[src/sv/plaintext_byte_tokenizer_top_assert.svh]
// assertion macros for the plaintext byte tokenizer
`ifndef PLAINTEXT_BYTE_TOKENIZER_TOP_ASSERT_SVH
`define PLAINTEXT_BYTE_TOKENIZER_TOP_ASSERT_SVH

`ifndef SYNTHESIS

// when a holds, b must hold in the same cycle
`define PBT_ASSERT_IMPLIES(label, clk, rstn, a, b) \
    label: assert property (@(posedge clk) disable iff (!rstn) (a) |-> (b)) \
        else $error("tokenizer assertion failed");

// cond must never hold
`define PBT_ASSERT_NEVER(label, clk, rstn, cond) \
    label: assert property (@(posedge clk) disable iff (!rstn) !(cond)) \
        else $error("tokenizer assertion failed");

`else

`define PBT_ASSERT_IMPLIES(label, clk, rstn, a, b)
`define PBT_ASSERT_NEVER(label, clk, rstn, cond)

`endif

`endif

[src/sv/pbt_pkg.sv]
// shared types and constants of the plaintext byte tokenizer
`timescale 1ns / 1ps
`default_nettype none

package pbt_pkg;

    // token buffer geometry
    localparam int MAX_TOKEN_CHARS = 32;
    localparam int LEN_W           = 6;
    localparam int IDX_W           = (MAX_TOKEN_CHARS > 1) ? $clog2(MAX_TOKEN_CHARS) : 1;
    localparam int RAM_AW          = IDX_W + 1;
    localparam int RAM_DEPTH       = 2 ** RAM_AW;

    // field widths
    localparam int POS_W  = 24;
    localparam int NUM_W  = 31;
    localparam int CHAR_W = 7;
    localparam int PROD_W = NUM_W + 4;

    localparam logic [POS_W-1:0] POS_MAX = 24'hFFFFFF;
    localparam logic [NUM_W-1:0] NUM_MAX = 31'h7FFFFFFF;

    // token kinds on the result channel
    localparam logic [1:0] TK_STRING  = 2'd0;
    localparam logic [1:0] TK_NUMBER  = 2'd1;
    localparam logic [1:0] TK_PUNCT   = 2'd2;
    localparam logic [1:0] TK_NEWLINE = 2'd3;

    // pending token codes
    localparam logic [1:0] PK_NONE   = 2'd0;
    localparam logic [1:0] PK_STRING = 2'd1;
    localparam logic [1:0] PK_NUMBER = 2'd2;

    // input actions
    localparam logic ACT_BYTE = 1'b0;
    localparam logic ACT_END  = 1'b1;

    localparam logic [7:0] CH_NEWLINE   = 8'd10;
    localparam logic [7:0] CH_ASCII_MAX = 8'd127;

    // command queue
    localparam int Q_DEPTH = 4;
    localparam int Q_AW    = 2;
    localparam int Q_CW    = 3;

    // register map
    localparam int PADDR_W = 4;
    localparam logic [1:0] REG_DROP_PUNCT = 2'd0;
    localparam logic [1:0] REG_FOLD_LOWER = 2'd1;
    localparam logic [1:0] REG_DROP_NUM   = 2'd2;
    localparam logic [1:0] REG_DROP_NL    = 2'd3;

    typedef struct packed {
        logic       action;
        logic [7:0] text_byte;
    } in_item_t;

    typedef struct packed {
        logic [1:0]        token_kind;
        logic [POS_W-1:0]  line_number;
        logic [POS_W-1:0]  column_number;
        logic [NUM_W-1:0]  number_value;
        logic [CHAR_W-1:0] char_code;
        logic              last_of_token;
        logic              overflow_flag;
    } out_item_t;

    typedef struct packed {
        logic [1:0]        kind;
        logic [POS_W-1:0]  line;
        logic [POS_W-1:0]  column;
        logic [NUM_W-1:0]  number;
        logic [CHAR_W-1:0] char_code;
        logic              ovf;
        logic [LEN_W-1:0]  length;
        logic              bank;
    } cmd_t;

    typedef struct packed {
        logic drop_punctuation;
        logic fold_lowercase;
        logic drop_numbers;
        logic drop_newlines;
    } cfg_t;

    typedef struct packed {
        logic done;
        logic bank;
    } back_status_t;

endpackage

`default_nettype wire

[src/sv/pbt_ram.sv]
// generic single write port ram with registered read
`timescale 1ns / 1ps
`default_nettype none

module pbt_ram #(
    parameter int WIDTH = 8,
    parameter int DEPTH = 64
) (
    input  logic                     aclk,
    input  logic                     we,
    input  logic [$clog2(DEPTH)-1:0] waddr,
    input  logic [WIDTH-1:0]         wdata,
    input  logic                     re,
    input  logic [$clog2(DEPTH)-1:0] raddr,
    output logic [WIDTH-1:0]         rdata
);

    logic [WIDTH-1:0] mem [DEPTH];

    // write port
    always_ff @(posedge aclk) begin
        if (we) begin
            mem[waddr] <= wdata;
        end
    end

    // registered read port
    always_ff @(posedge aclk) begin
        if (re) begin
            rdata <= mem[raddr];
        end
    end

endmodule

`default_nettype wire

[src/sv/pbt_fifo.sv]
// short command queue between front and back
`timescale 1ns / 1ps
`default_nettype none

module pbt_fifo (
    input  logic          aclk,
    input  logic          aresetn,
    input  logic          push,
    input  pbt_pkg::cmd_t push_data,
    output logic          full,
    input  logic          pop,
    output pbt_pkg::cmd_t pop_data,
    output logic          empty
);
    import pbt_pkg::*;

    cmd_t            slot_reg [Q_DEPTH];
    logic [Q_AW-1:0] wr_ptr_reg, wr_ptr_next;
    logic [Q_AW-1:0] rd_ptr_reg, rd_ptr_next;
    logic [Q_CW-1:0] count_reg, count_next;
    logic            do_push, do_pop;

    assign full     = (count_reg == Q_CW'(Q_DEPTH));
    assign empty    = (count_reg == '0);
    assign pop_data = slot_reg[rd_ptr_reg];
    assign do_push  = push && !full;
    assign do_pop   = pop && !empty;

    // pointer and fill count update
    always_comb begin
        wr_ptr_next = do_push ? wr_ptr_reg + 1'b1 : wr_ptr_reg;
        rd_ptr_next = do_pop ? rd_ptr_reg + 1'b1 : rd_ptr_reg;
        count_next  = count_reg;
        if (do_push && !do_pop) begin
            count_next = count_reg + 1'b1;
        end else if (do_pop && !do_push) begin
            count_next = count_reg - 1'b1;
        end
    end

    always_ff @(posedge aclk) begin
        if (!aresetn) begin
            wr_ptr_reg <= '0;
            rd_ptr_reg <= '0;
            count_reg  <= '0;
        end else begin
            wr_ptr_reg <= wr_ptr_next;
            rd_ptr_reg <= rd_ptr_next;
            count_reg  <= count_next;
        end
    end

    // storage
    always_ff @(posedge aclk) begin
        if (do_push) begin
            slot_reg[wr_ptr_reg] <= push_data;
        end
    end

endmodule

`default_nettype wire

[src/sv/pbt_front.sv]
// front end: byte classification, token state and command issue
`timescale 1ns / 1ps
`default_nettype none

module pbt_front (
    input  logic                           aclk,
    input  logic                           aresetn,
    input  pbt_pkg::cfg_t                  cfg,
    input  logic                           s_valid,
    output logic                           s_ready,
    input  pbt_pkg::in_item_t              s_data,
    input  logic                           q_full,
    output logic                           q_push,
    output pbt_pkg::cmd_t                  q_data,
    output logic                           ram_we,
    output logic [pbt_pkg::RAM_AW-1:0]     ram_waddr,
    output logic [pbt_pkg::CHAR_W-1:0]     ram_wdata,
    input  pbt_pkg::back_status_t          back_st
);
    import pbt_pkg::*;

    logic [1:0]       pending_kind_reg, pending_kind_next;
    logic [LEN_W-1:0] len_reg, len_next;
    logic [NUM_W-1:0] acc_reg, acc_next;
    logic             ovf_reg, ovf_next;
    logic [POS_W-1:0] start_line_reg, start_line_next;
    logic [POS_W-1:0] first_col_reg, first_col_next;
    logic [POS_W-1:0] cur_line_reg, cur_line_next;
    logic [POS_W-1:0] cur_col_reg, cur_col_next;
    logic             wbank_reg, wbank_next;
    logic [1:0]       busy_reg, busy_next;
    logic             extra_valid_reg, extra_valid_next;
    cmd_t             extra_reg, extra_next;

    logic              accept;
    logic [7:0]        byte_val;
    logic              is_space, is_digit, is_alpha, is_punct, is_upper;
    logic              do_flush, own_valid;
    cmd_t              flush_cmd, own_cmd;
    logic [PROD_W-1:0] prod;
    logic [CHAR_W-1:0] fold_char;

    // hold off while a second command waits, the queue is full, or the next
    // string would land in a bank still being read out
    assign s_ready = !extra_valid_reg && !q_full &&
                     !(busy_reg[wbank_reg] && (pending_kind_reg != PK_STRING));
    assign accept  = s_valid && s_ready;

    // byte classes
    assign byte_val = s_data.text_byte;
    assign is_space = (byte_val == 8'd32) || ((byte_val >= 8'd9) && (byte_val <= 8'd13));
    assign is_digit = (byte_val >= 8'd48) && (byte_val <= 8'd57);
    assign is_upper = (byte_val >= 8'd65) && (byte_val <= 8'd90);
    assign is_alpha = is_upper || ((byte_val >= 8'd97) && (byte_val <= 8'd122));
    assign is_punct = !is_space && !is_digit && !is_alpha;

    assign fold_char = (cfg.fold_lowercase && is_upper) ? byte_val[6:0] + 7'd32
                                                        : byte_val[6:0];

    // command for the pending token
    always_comb begin
        flush_cmd           = '0;
        flush_cmd.kind      = (pending_kind_reg == PK_STRING) ? TK_STRING : TK_NUMBER;
        flush_cmd.line      = start_line_reg;
        flush_cmd.column    = first_col_reg;
        flush_cmd.number    = (pending_kind_reg == PK_NUMBER) ? acc_reg : '0;
        flush_cmd.ovf       = ovf_reg;
        flush_cmd.length    = len_reg;
        flush_cmd.bank      = wbank_reg;
    end

    // command for the byte's own punctuation or newline token
    always_comb begin
        own_cmd           = '0;
        own_cmd.kind      = is_punct ? TK_PUNCT : TK_NEWLINE;
        own_cmd.line      = cur_line_reg;
        own_cmd.column    = cur_col_reg;
        own_cmd.char_code = byte_val[6:0];
        own_valid         = is_punct ? !cfg.drop_punctuation
                                     : ((byte_val == CH_NEWLINE) && !cfg.drop_newlines);
    end

    // token state update
    always_comb begin
        pending_kind_next = pending_kind_reg;
        len_next          = len_reg;
        acc_next          = acc_reg;
        ovf_next          = ovf_reg;
        start_line_next   = start_line_reg;
        first_col_next    = first_col_reg;
        cur_line_next     = cur_line_reg;
        cur_col_next      = cur_col_reg;
        wbank_next        = wbank_reg;
        busy_next         = busy_reg;
        extra_valid_next  = extra_valid_reg;
        extra_next        = extra_reg;
        q_push            = 1'b0;
        q_data            = own_cmd;
        ram_we            = 1'b0;
        ram_waddr         = '0;
        ram_wdata         = fold_char;
        do_flush          = 1'b0;
        prod              = '0;

        // string readout finished, its bank is free again
        if (back_st.done) begin
            busy_next[back_st.bank] = 1'b0;
        end

        // second command of the previous item
        if (extra_valid_reg && !q_full) begin
            q_push           = 1'b1;
            q_data           = extra_reg;
            extra_valid_next = 1'b0;
        end

        if (accept) begin
            if (s_data.action == ACT_END) begin
                do_flush      = (pending_kind_reg != PK_NONE);
                cur_line_next = POS_W'(1);
                cur_col_next  = POS_W'(1);
            end else if (byte_val <= CH_ASCII_MAX) begin
                do_flush = (pending_kind_reg != PK_NONE) &&
                           (is_space || is_punct ||
                            ((pending_kind_reg == PK_STRING) && is_digit) ||
                            ((pending_kind_reg == PK_NUMBER) && is_alpha));
            end

            // issue commands, flushed token first
            if (do_flush) begin
                q_push = 1'b1;
                q_data = flush_cmd;
                if ((s_data.action == ACT_BYTE) && own_valid) begin
                    extra_valid_next = 1'b1;
                    extra_next       = own_cmd;
                end
                if (pending_kind_reg == PK_STRING) begin
                    busy_next[wbank_reg] = 1'b1;
                    wbank_next           = !wbank_reg;
                end
                pending_kind_next = PK_NONE;
                len_next          = '0;
                acc_next          = '0;
                ovf_next          = 1'b0;
            end else if ((s_data.action == ACT_BYTE) && (byte_val <= CH_ASCII_MAX) &&
                         (is_space || is_punct) && own_valid) begin
                q_push = 1'b1;
                q_data = own_cmd;
            end

            if ((s_data.action == ACT_BYTE) && (byte_val <= CH_ASCII_MAX)) begin
                // digits accumulate with saturation
                if (is_digit && !cfg.drop_numbers) begin
                    if (pending_kind_next != PK_NUMBER) begin
                        pending_kind_next = PK_NUMBER;
                        start_line_next   = cur_line_reg;
                        first_col_next    = cur_col_reg;
                        len_next          = '0;
                        acc_next          = '0;
                        ovf_next          = 1'b0;
                    end
                    prod = (PROD_W'(acc_next) << 3) + (PROD_W'(acc_next) << 1) +
                           PROD_W'(byte_val[3:0]);
                    if (prod > PROD_W'(NUM_MAX)) begin
                        acc_next = NUM_MAX;
                        ovf_next = 1'b1;
                    end else begin
                        acc_next = prod[NUM_W-1:0];
                    end
                end

                // letters go into the current bank
                if (is_alpha) begin
                    if (pending_kind_next != PK_STRING) begin
                        pending_kind_next = PK_STRING;
                        start_line_next   = cur_line_reg;
                        first_col_next    = cur_col_reg;
                        len_next          = '0;
                        acc_next          = '0;
                        ovf_next          = 1'b0;
                    end
                    if (len_next < LEN_W'(MAX_TOKEN_CHARS)) begin
                        ram_we    = 1'b1;
                        ram_waddr = {wbank_next, len_next[IDX_W-1:0]};
                        len_next  = len_next + 1'b1;
                    end else begin
                        ovf_next = 1'b1;
                    end
                end

                // position counters
                if (byte_val == CH_NEWLINE) begin
                    if (cur_line_reg < POS_MAX) begin
                        cur_line_next = cur_line_reg + 1'b1;
                    end
                    cur_col_next = POS_W'(1);
                end else if (cur_col_reg < POS_MAX) begin
                    cur_col_next = cur_col_reg + 1'b1;
                end
            end
        end
    end

    always_ff @(posedge aclk) begin
        if (!aresetn) begin
            pending_kind_reg <= PK_NONE;
            len_reg          <= '0;
            acc_reg          <= '0;
            ovf_reg          <= 1'b0;
            start_line_reg   <= POS_W'(1);
            first_col_reg    <= POS_W'(1);
            cur_line_reg     <= POS_W'(1);
            cur_col_reg      <= POS_W'(1);
            wbank_reg        <= 1'b0;
            busy_reg         <= '0;
            extra_valid_reg  <= 1'b0;
        end else begin
            pending_kind_reg <= pending_kind_next;
            len_reg          <= len_next;
            acc_reg          <= acc_next;
            ovf_reg          <= ovf_next;
            start_line_reg   <= start_line_next;
            first_col_reg    <= first_col_next;
            cur_line_reg     <= cur_line_next;
            cur_col_reg      <= cur_col_next;
            wbank_reg        <= wbank_next;
            busy_reg         <= busy_next;
            extra_valid_reg  <= extra_valid_next;
        end
    end

    // second command payload
    always_ff @(posedge aclk) begin
        extra_reg <= extra_next;
    end

endmodule

`default_nettype wire

[src/sv/pbt_back.sv]
// back end: turns queued commands into result transfers
`timescale 1ns / 1ps
`default_nettype none

module pbt_back (
    input  logic                         aclk,
    input  logic                         aresetn,
    input  logic                         q_empty,
    output logic                         q_pop,
    input  pbt_pkg::cmd_t                q_data,
    output logic                         ram_re,
    output logic [pbt_pkg::RAM_AW-1:0]   ram_raddr,
    input  logic [pbt_pkg::CHAR_W-1:0]   ram_rdata,
    output logic                         m_valid,
    input  logic                         m_ready,
    output pbt_pkg::out_item_t           m_data,
    output pbt_pkg::back_status_t        back_st
);
    import pbt_pkg::*;

    localparam logic [1:0] B_IDLE   = 2'd0;
    localparam logic [1:0] B_SINGLE = 2'd1;
    localparam logic [1:0] B_READ   = 2'd2;
    localparam logic [1:0] B_EMIT   = 2'd3;

    logic [1:0]       state_reg, state_next;
    cmd_t             cur_reg, cur_next;
    logic [LEN_W-1:0] idx_reg, idx_next;
    logic             out_valid_reg, out_valid_next;
    out_item_t        out_reg, out_next;
    logic             out_free;
    logic             is_last;

    assign out_free  = !out_valid_reg || m_ready;
    assign is_last   = ((idx_reg + 1'b1) == cur_reg.length);
    assign ram_raddr = {cur_reg.bank, idx_reg[IDX_W-1:0]};
    assign m_valid   = out_valid_reg;
    assign m_data    = out_reg;

    // sequencer
    always_comb begin
        state_next     = state_reg;
        cur_next       = cur_reg;
        idx_next       = idx_reg;
        out_valid_next = out_valid_reg && !m_ready;
        out_next       = out_reg;
        q_pop          = 1'b0;
        ram_re         = 1'b0;
        back_st        = '0;
        back_st.bank   = cur_reg.bank;

        case (state_reg)
            B_IDLE: begin
                if (!q_empty) begin
                    q_pop      = 1'b1;
                    cur_next   = q_data;
                    idx_next   = '0;
                    state_next = (q_data.kind == TK_STRING) ? B_READ : B_SINGLE;
                end
            end
            B_SINGLE: begin
                if (out_free) begin
                    out_valid_next         = 1'b1;
                    out_next.token_kind    = cur_reg.kind;
                    out_next.line_number   = cur_reg.line;
                    out_next.column_number = cur_reg.column;
                    out_next.number_value  = cur_reg.number;
                    out_next.char_code     = cur_reg.char_code;
                    out_next.last_of_token = 1'b1;
                    out_next.overflow_flag = cur_reg.ovf;
                    state_next             = B_IDLE;
                end
            end
            B_READ: begin
                ram_re     = 1'b1;
                state_next = B_EMIT;
            end
            B_EMIT: begin
                if (out_free) begin
                    out_valid_next         = 1'b1;
                    out_next.token_kind    = TK_STRING;
                    out_next.line_number   = cur_reg.line;
                    out_next.column_number = cur_reg.column;
                    out_next.number_value  = '0;
                    out_next.char_code     = ram_rdata;
                    out_next.last_of_token = is_last;
                    out_next.overflow_flag = cur_reg.ovf;
                    if (is_last) begin
                        back_st.done = 1'b1;
                        state_next   = B_IDLE;
                    end else begin
                        idx_next   = idx_reg + 1'b1;
                        state_next = B_READ;
                    end
                end
            end
            default: begin
                state_next = B_IDLE;
            end
        endcase
    end

    always_ff @(posedge aclk) begin
        if (!aresetn) begin
            state_reg     <= B_IDLE;
            out_valid_reg <= 1'b0;
        end else begin
            state_reg     <= state_next;
            out_valid_reg <= out_valid_next;
        end
    end

    // payload registers
    always_ff @(posedge aclk) begin
        cur_reg <= cur_next;
        idx_reg <= idx_next;
        out_reg <= out_next;
    end

endmodule

`default_nettype wire

[src/sv/plaintext_byte_tokenizer_top.sv]
// top level of the plaintext byte tokenizer with its register port
//
// channel   direction  handshake          payload
// s_        in         s_valid / s_ready  in_item_t  (action, text_byte)
// m_        out        m_valid / m_ready  out_item_t (one token character or token)
// apb       in         psel / penable     four option bits at 0x0, 0x4, 0x8, 0xc
//
// most bytes push at most one command; a byte that ends a token and also makes a
// punctuation or newline token pushes two, the second from a spare register
// string tokens leave one character at a time, each read from the buffer ram
// before it is emitted; number, punctuation and newline tokens need no ram read
// input stalls while that second command waits, when the command queue is full, or
// when a new string would need the buffer bank whose string is still being read out
// synchronous active-low reset; no clearing pass, the buffer is never read unwritten
`timescale 1ns / 1ps
`default_nettype none

module plaintext_byte_tokenizer_top (
    input  logic                         aclk,
    input  logic                         aresetn,
    input  logic                         s_valid,
    output logic                         s_ready,
    input  pbt_pkg::in_item_t            s_data,
    output logic                         m_valid,
    input  logic                         m_ready,
    output pbt_pkg::out_item_t           m_data,
    input  logic                         psel,
    input  logic                         penable,
    input  logic                         pwrite,
    input  logic [pbt_pkg::PADDR_W-1:0]  paddr,
    input  logic [31:0]                  pwdata,
    output logic [31:0]                  prdata,
    output logic                         pready
);
    import pbt_pkg::*;

`include "plaintext_byte_tokenizer_top_assert.svh"

    cfg_t             cfg_reg, cfg_next;
    logic             cfg_write;
    logic [1:0]       reg_index;
    logic             q_full, q_push, q_pop, q_empty;
    cmd_t             q_in, q_out;
    logic             ram_we, ram_re;
    logic [RAM_AW-1:0] ram_waddr, ram_raddr;
    logic [CHAR_W-1:0] ram_wdata, ram_rdata;
    back_status_t     back_st;

    // register port
    assign pready    = 1'b1;
    assign cfg_write = psel && penable && pwrite && pready;
    assign reg_index = paddr[3:2];

    always_comb begin
        cfg_next = cfg_reg;
        if (cfg_write) begin
            case (reg_index)
                REG_DROP_PUNCT: cfg_next.drop_punctuation = pwdata[0];
                REG_FOLD_LOWER: cfg_next.fold_lowercase   = pwdata[0];
                REG_DROP_NUM:   cfg_next.drop_numbers     = pwdata[0];
                REG_DROP_NL:    cfg_next.drop_newlines    = pwdata[0];
                default:        cfg_next = cfg_reg;
            endcase
        end
    end

    always_comb begin
        case (reg_index)
            REG_DROP_PUNCT: prdata = {31'b0, cfg_reg.drop_punctuation};
            REG_FOLD_LOWER: prdata = {31'b0, cfg_reg.fold_lowercase};
            REG_DROP_NUM:   prdata = {31'b0, cfg_reg.drop_numbers};
            REG_DROP_NL:    prdata = {31'b0, cfg_reg.drop_newlines};
            default:        prdata = '0;
        endcase
    end

    always_ff @(posedge aclk) begin
        if (!aresetn) begin
            cfg_reg <= '0;
        end else begin
            cfg_reg <= cfg_next;
        end
    end

    // front end
    pbt_front u_front (
        .aclk      (aclk),
        .aresetn   (aresetn),
        .cfg       (cfg_reg),
        .s_valid   (s_valid),
        .s_ready   (s_ready),
        .s_data    (s_data),
        .q_full    (q_full),
        .q_push    (q_push),
        .q_data    (q_in),
        .ram_we    (ram_we),
        .ram_waddr (ram_waddr),
        .ram_wdata (ram_wdata),
        .back_st   (back_st)
    );

    // command queue
    pbt_fifo u_fifo (
        .aclk      (aclk),
        .aresetn   (aresetn),
        .push      (q_push),
        .push_data (q_in),
        .full      (q_full),
        .pop       (q_pop),
        .pop_data  (q_out),
        .empty     (q_empty)
    );

    // two-bank string buffer
    pbt_ram #(
        .WIDTH (CHAR_W),
        .DEPTH (RAM_DEPTH)
    ) u_buf (
        .aclk  (aclk),
        .we    (ram_we),
        .waddr (ram_waddr),
        .wdata (ram_wdata),
        .re    (ram_re),
        .raddr (ram_raddr),
        .rdata (ram_rdata)
    );

    // back end
    pbt_back u_back (
        .aclk      (aclk),
        .aresetn   (aresetn),
        .q_empty   (q_empty),
        .q_pop     (q_pop),
        .q_data    (q_out),
        .ram_re    (ram_re),
        .ram_raddr (ram_raddr),
        .ram_rdata (ram_rdata),
        .m_valid   (m_valid),
        .m_ready   (m_ready),
        .m_data    (m_data),
        .back_st   (back_st)
    );

    // result consistency checks
    `PBT_ASSERT_IMPLIES(a_single_is_last, aclk, aresetn, m_valid && (m_data.token_kind != TK_STRING), m_data.last_of_token)
    `PBT_ASSERT_IMPLIES(a_punct_no_flag, aclk, aresetn, m_valid && ((m_data.token_kind == TK_PUNCT) || (m_data.token_kind == TK_NEWLINE)), !m_data.overflow_flag)
    `PBT_ASSERT_NEVER(a_number_no_char, aclk, aresetn, m_valid && (m_data.token_kind == TK_NUMBER) && (m_data.char_code != '0))
    `PBT_ASSERT_NEVER(a_value_only_number, aclk, aresetn, m_valid && (m_data.token_kind != TK_NUMBER) && (m_data.number_value != '0))

endmodule

`default_nettype wire
[config.mk]
export PLATFORM = sky130hd
export DESIGN_NAME = plaintext_byte_tokenizer_top
export DESIGN_NICKNAME = d
export VERILOG_FILES = /design/src/sv/pbt_pkg.sv /design/src/sv/pbt_ram.sv /design/src/sv/pbt_fifo.sv /design/src/sv/pbt_front.sv /design/src/sv/pbt_back.sv /design/src/sv/plaintext_byte_tokenizer_top.sv
export VERILOG_INCLUDE_DIRS = /design/src /design/src/sv
export SDC_FILE = /design/constraint.sdc
export NUM_CORES = 2
export LEC_CHECK = 0
export ABC_AREA = 1
export BUFFER_PORTS_ARGS = -buffer_cell sky130_fd_sc_hd__buf_4
export CAP_MARGIN = 20
export CORE_ASPECT_RATIO = 1.4
export CORE_MARGIN = 4
export CORE_UTILIZATION = 40
export DETAILED_ROUTE_END_ITERATION = 8
export PLACE_DENSITY = 0.65
export SETUP_SLACK_MARGIN = 0.2
export SYNTH_ARGS = -nofsm -noshare
export SYNTH_HDL_FRONTEND = slang
export SYNTH_SLANG_ARGS = --single-unit
export TNS_END_PERCENT = 50
[constraint.sdc]
create_clock -name aclk -period 5.75 [get_ports aclk]
set_input_delay 0.2875 -clock aclk [delete_from_list [all_inputs] [get_ports aclk]]
set_output_delay 0.2875 -clock aclk [all_outputs]
set_load 0.005 [all_outputs]
==> results_tabular.tex <==
\begin{tabular}{lr}
\hline
Metric & Value \\
\hline
\multicolumn{2}{l}{\textbf{Outcome}} \\
Result of the run & completed \\
\multicolumn{2}{l}{\textbf{Yosys}} \\
Fraction of synthesized cell area taken by the top area cell type & 0.610 \\
Mean instance size in the synthesized netlist & 11.0 sq um \\
Cell with the most instances after synthesis & sky130\_fd\_sc\_hd\_\_edfxtp\_1 \\
Warnings, synthesis & 0 \\
Synth top cells by count & sky130\_fd\_sc\_hd\_\_edfxtp\_1 (1,087), sky130\_fd\_sc\_hd\_\_nor2\_1 (798), sky130\_fd\_sc\_hd\_\_o21ai\_0 (673) \\
Top cell type by total area after synthesis & sky130\_fd\_sc\_hd\_\_edfxtp\_1 \\
Fraction of registers with async set/reset & 0 \\
Netlist area before placement & 53,500 sq um \\
Synth Instances & 4,859 \\
Most frequently used flop master after synthesis & sky130\_fd\_sc\_hd\_\_edfxtp\_1 \\
Count of flip-flops with a built-in enable after synthesis & 1,087 \\
Biggest area contributors in the synthesized netlist & sky130\_fd\_sc\_hd\_\_edfxtp\_1 (61\%), sky130\_fd\_sc\_hd\_\_o21ai\_0 (6.3\%), sky130\_fd\_sc\_hd\_\_dfxtp\_1 (5.8\%), sky130\_fd\_sc\_hd\_\_nor2\_1 (5.6\%), sky130\_fd\_sc\_hd\_\_nand2\_1 (3.3\%) \\
Sequential fraction of the synthesis area & 0.668 \\
Cell variety after synth & 63 \\
\#FFs+latches synth & 1,243 \\
\multicolumn{2}{l}{\textbf{Timing}} \\
Slew at the pin closest to its max-slew limit & 1070 ps \\
Final-report max-slew violation count & 0 \\
Remaining max-slew budget at the tightest pin & 0.288 \\
Hold Fails Final Rpt & 0 \\
Unrepaired setup endpoints after global routing & false \\
Period minus WS final & 5020 ps \\
Share of the clock period used by the worst path & 0.872 \\
Clock Skews & 57.7 ps \\
Total setup violations reported at the end of the flow & 0 \\
Max Freq & 199 MHz \\
Setup slack after layout & 734 ps \\
\multicolumn{2}{l}{\textbf{Placement}} \\
Worst slack at placement & 737 ps \\
Number of cells in the design after placement & 6,516 \\
Post-DP HPWL & 85.4 mm \\
Last weighted congestion value of the routability-driven placer & 0.906 \\
Port Buf Inserts & 111 \\
\multicolumn{2}{l}{\textbf{Clock network}} \\
Inserted Clock Buffers & 112 \\
Insertion delay of the later-clocked pin in the worst-skew pair & 740 ps \\
Number of gates resized after cts & 0 \\
Clock tree from TritonCTS & yes \\
CTS clock-pin slew for the worst setup and hold paths & 70 ps \\
Root Buffer & sky130\_fd\_sc\_hd\_\_clkbuf\_16 \\
Number of buffers inserted by post-CTS setup repair & 0 \\
Maximum level of the CTS H-tree & 3 \\
Maximum number of buffers from clock root to sink & 3 \\
Number of sinks driven by the clock tree & 1,243 \\
Post-CTS Hold Fix Bufs & 15 \\
\multicolumn{2}{l}{\textbf{Drt}} \\
Number of vias per cell after detailed routing & 5.50 \\
Via count & 37,067 \\
DRC violation count after routing & 0 \\
Number of DRC markers in iteration 0 & 3,075 \\
Average wire length per cell after detail routing & 20.5 um \\
Residual antenna-violating net count after detailed routing & 0 \\
First drt pass iteration count & 6 \\
Wire length reported by the detailed router & 138 mm \\
\multicolumn{2}{l}{\textbf{Finish}} \\
\# nets final & 5,013 \\
Layout cells sized above 1 & 0.0891 \\
Count of placed standard cells in the final layout, fillers left out & 6,743 \\
Layout overhead on the synthesized area & 12.2\% \\
Number of flip-flops in the largest register & 448 \\
Final core area utilization & 0.453 \\
\multicolumn{2}{l}{\textbf{Pwr}} \\
Relative contribution of sequential cells to total power & 0.458 \\
Comb power frac & 0.240 \\
Peak supply drop & 0.000413 V \\
Power Density & 426 nW/um\^{}2 \\
Cell-internal power & 17,300 uW \\
Switch Pwr & 8250 uW \\
Portion of total power attributed to the clock network & 0.302 \\
P\_leak & 0.0204 uW \\
Net switching share of the total power & 0.323 \\
\multicolumn{2}{l}{\textbf{Critical path}} \\
Worst R2R Setup Slack & 860 ps \\
Nature of the critical path startpoint & primary input \\
Origin of the worst setup path & s\_data[5] \\
Crit Reg-Reg Startpoint & u\_front.pending\_kind\_reg[0] \\
Worst Setup End Kind & flip-flop \\
Type of the worst setup path & primary input to flip-flop \\
Arrival time worst endpoint & 5600 ps \\
CP Data Required Time & 6330 ps \\
Highest net fanout along the worst path & 8 \\
\multicolumn{2}{l}{\textbf{GRT}} \\
Combined global-route utilization of all metal layers & 0.194 \\
Overflow left after global routing & 0 \\
Number of antenna violations at the first check in global routing & 6 \\
Number of global-route vias before repair & 35,849 \\
First-pass GRT wire length & 209 mm \\
Pin count of the biggest net entering global routing & 164 \\
\multicolumn{2}{l}{\textbf{Job}} \\
Max-cap check violation count & 0 \\
\multicolumn{2}{l}{\textbf{Worst hold path}} \\
Hold path startpoint & m\_ready \\
Worst hold-check path type & primary input to flip-flop \\
\multicolumn{2}{l}{\textbf{Floorplanning}} \\
Core region area & 133,000 sq um \\
Area enclosed by the die boundary & 140,000 sq um \\
IO Pins & 177 \\
Row count & 158 \\
Die Wd & 317 um \\
Die Ht & 441 um \\
Initial Utilization & 0.403 \\
\hline
\end{tabular}
-- worst max-delay path: stages --
cell                            delay (ps)
sky130_fd_sc_hd__dlygate4sd3_1         590
sky130_fd_sc_hd__buf_4                 180
sky130_fd_sc_hd__inv_1                 120
sky130_fd_sc_hd__ha_1                  220
sky130_fd_sc_hd__nand2_1                60
sky130_fd_sc_hd__nand3_1                90
sky130_fd_sc_hd__nand3_1               100
sky130_fd_sc_hd__nand2_1               100
sky130_fd_sc_hd__a21oi_1               170
sky130_fd_sc_hd__nand2_2                90
sky130_fd_sc_hd__nand2_4               130
sky130_fd_sc_hd__nand2_1               190
sky130_fd_sc_hd__nor2_1                310
sky130_fd_sc_hd__a21oi_1               120
sky130_fd_sc_hd__ha_1                  310
sky130_fd_sc_hd__inv_1                  60
sky130_fd_sc_hd__fa_1                  480
sky130_fd_sc_hd__o21bai_1              250
sky130_fd_sc_hd__a21oi_1               140
sky130_fd_sc_hd__o21ai_0               210
sky130_fd_sc_hd__buf_4                 160
sky130_fd_sc_hd__a21boi_0              120
sky130_fd_sc_hd__o21ai_0               470
sky130_fd_sc_hd__a21oi_1               160
sky130_fd_sc_hd__xor2_1                160
sky130_fd_sc_hd__nand3_1               100
sky130_fd_sc_hd__a21oi_1               150
sky130_fd_sc_hd__nor2_1                 50
-- power groups by stage --
stage | logic [uW] | clock network [uW] | registers (uW)
finish | 6130 | 7710 | 11700
CTS | 6150 | 7860 | 11700
global route | 6710 | 8220 | 11800
detailed placement | 6120 | 0 | 11900
global placement | 5980 | 0 | 11900
floorplan | 3830 | 0 | 11700
-- cell usage in the layout (no fill, tap or decap), types with 52 or more instances in the layout --
| cell type | n |
|---|---|
| sky130_fd_sc_hd__o22ai_1 | 223 |
| sky130_fd_sc_hd__o21ai_0 | 672 |
| sky130_fd_sc_hd__nand3_1 | 131 |
| sky130_fd_sc_hd__inv_1 | 252 |
| sky130_fd_sc_hd__a21oi_1 | 246 |
| sky130_fd_sc_hd__dfxtp_1 | 154 |
| sky130_fd_sc_hd__xor2_1 | 52 |
| sky130_fd_sc_hd__edfxtp_1 | 1087 |
| sky130_fd_sc_hd__nor2_1 | 791 |
| sky130_fd_sc_hd__nor3_1 | 59 |
| sky130_fd_sc_hd__ha_1 | 73 |
| sky130_fd_sc_hd__buf_4 | 175 |
| sky130_fd_sc_hd__nand2_1 | 467 |
| sky130_fd_sc_hd__clkbuf_16 | 113 |
-- layout make-up --
type	instances	area, sq um
Multi-Input combinational cell	3056	15600
Sequential cell	1243	35800
Tap cell	1760	2200
Clock inverter	63	776
Fill cell	11973	72600
Timing Repair Buffer	197	1610
Antenna cell	2	5.00
Inverter	276	1050
Clock buffer	146	3050
-- per-layer routing --
layer	global-route usage	share of wire
met3	0.0235	0.057
met2	0.355	0.53
met4	0.0795	0.040
met1	0.229	0.38
met5	0	0.00025
-- cell families (layout without fill, tap and decap cells) --
| family | after synthesis | after routing | synth area share |
|---|---|---|---|
| other cells | 2 | 34 | 0.000140 |
| flops | 1243 | 1243 | 0.668 |
| fa+ha+maj | 75 | 75 | 0.0178 |
| buf+inv | 590 | 682 | 0.0450 |
| simple gates | 1546 | 1546 | 0.119 |
| xor+xnor | 66 | 66 | 0.0109 |
| compound gates | 1336 | 1336 | 0.138 |
| mux | 1 | 1 | 0.000187 |
-- path summary, 6_finish.rpt --
check | depth (start not counted) | to
setup / recovery | 28 | u_front.acc_reg[26]
hold / removal | 4 | u_back.m_valid
hold reg to reg | 0 | u_back.m_data[59]
setup reg to reg | 25 | u_front.acc_reg[26]
-- stage by stage --
stage / total power (uW) / setup TNS (ps) / area, sq um / hold WS [ps]
2_1_floorplan: 15500 / -180520 / 53600 / 386
3_3_place_gp: 17900 / 0 / 56000 / 401
3_5_place_dp: 18000 / 0 / 56000 / 405
4_1_cts: 25700 / 0 / 60000 / 19.0
5_1_grt: 26700 / 0 / 60000 / 75.6
6_report: 25500 / 0 / 60000 / 86.1
(Power assumes the default switching activity.)
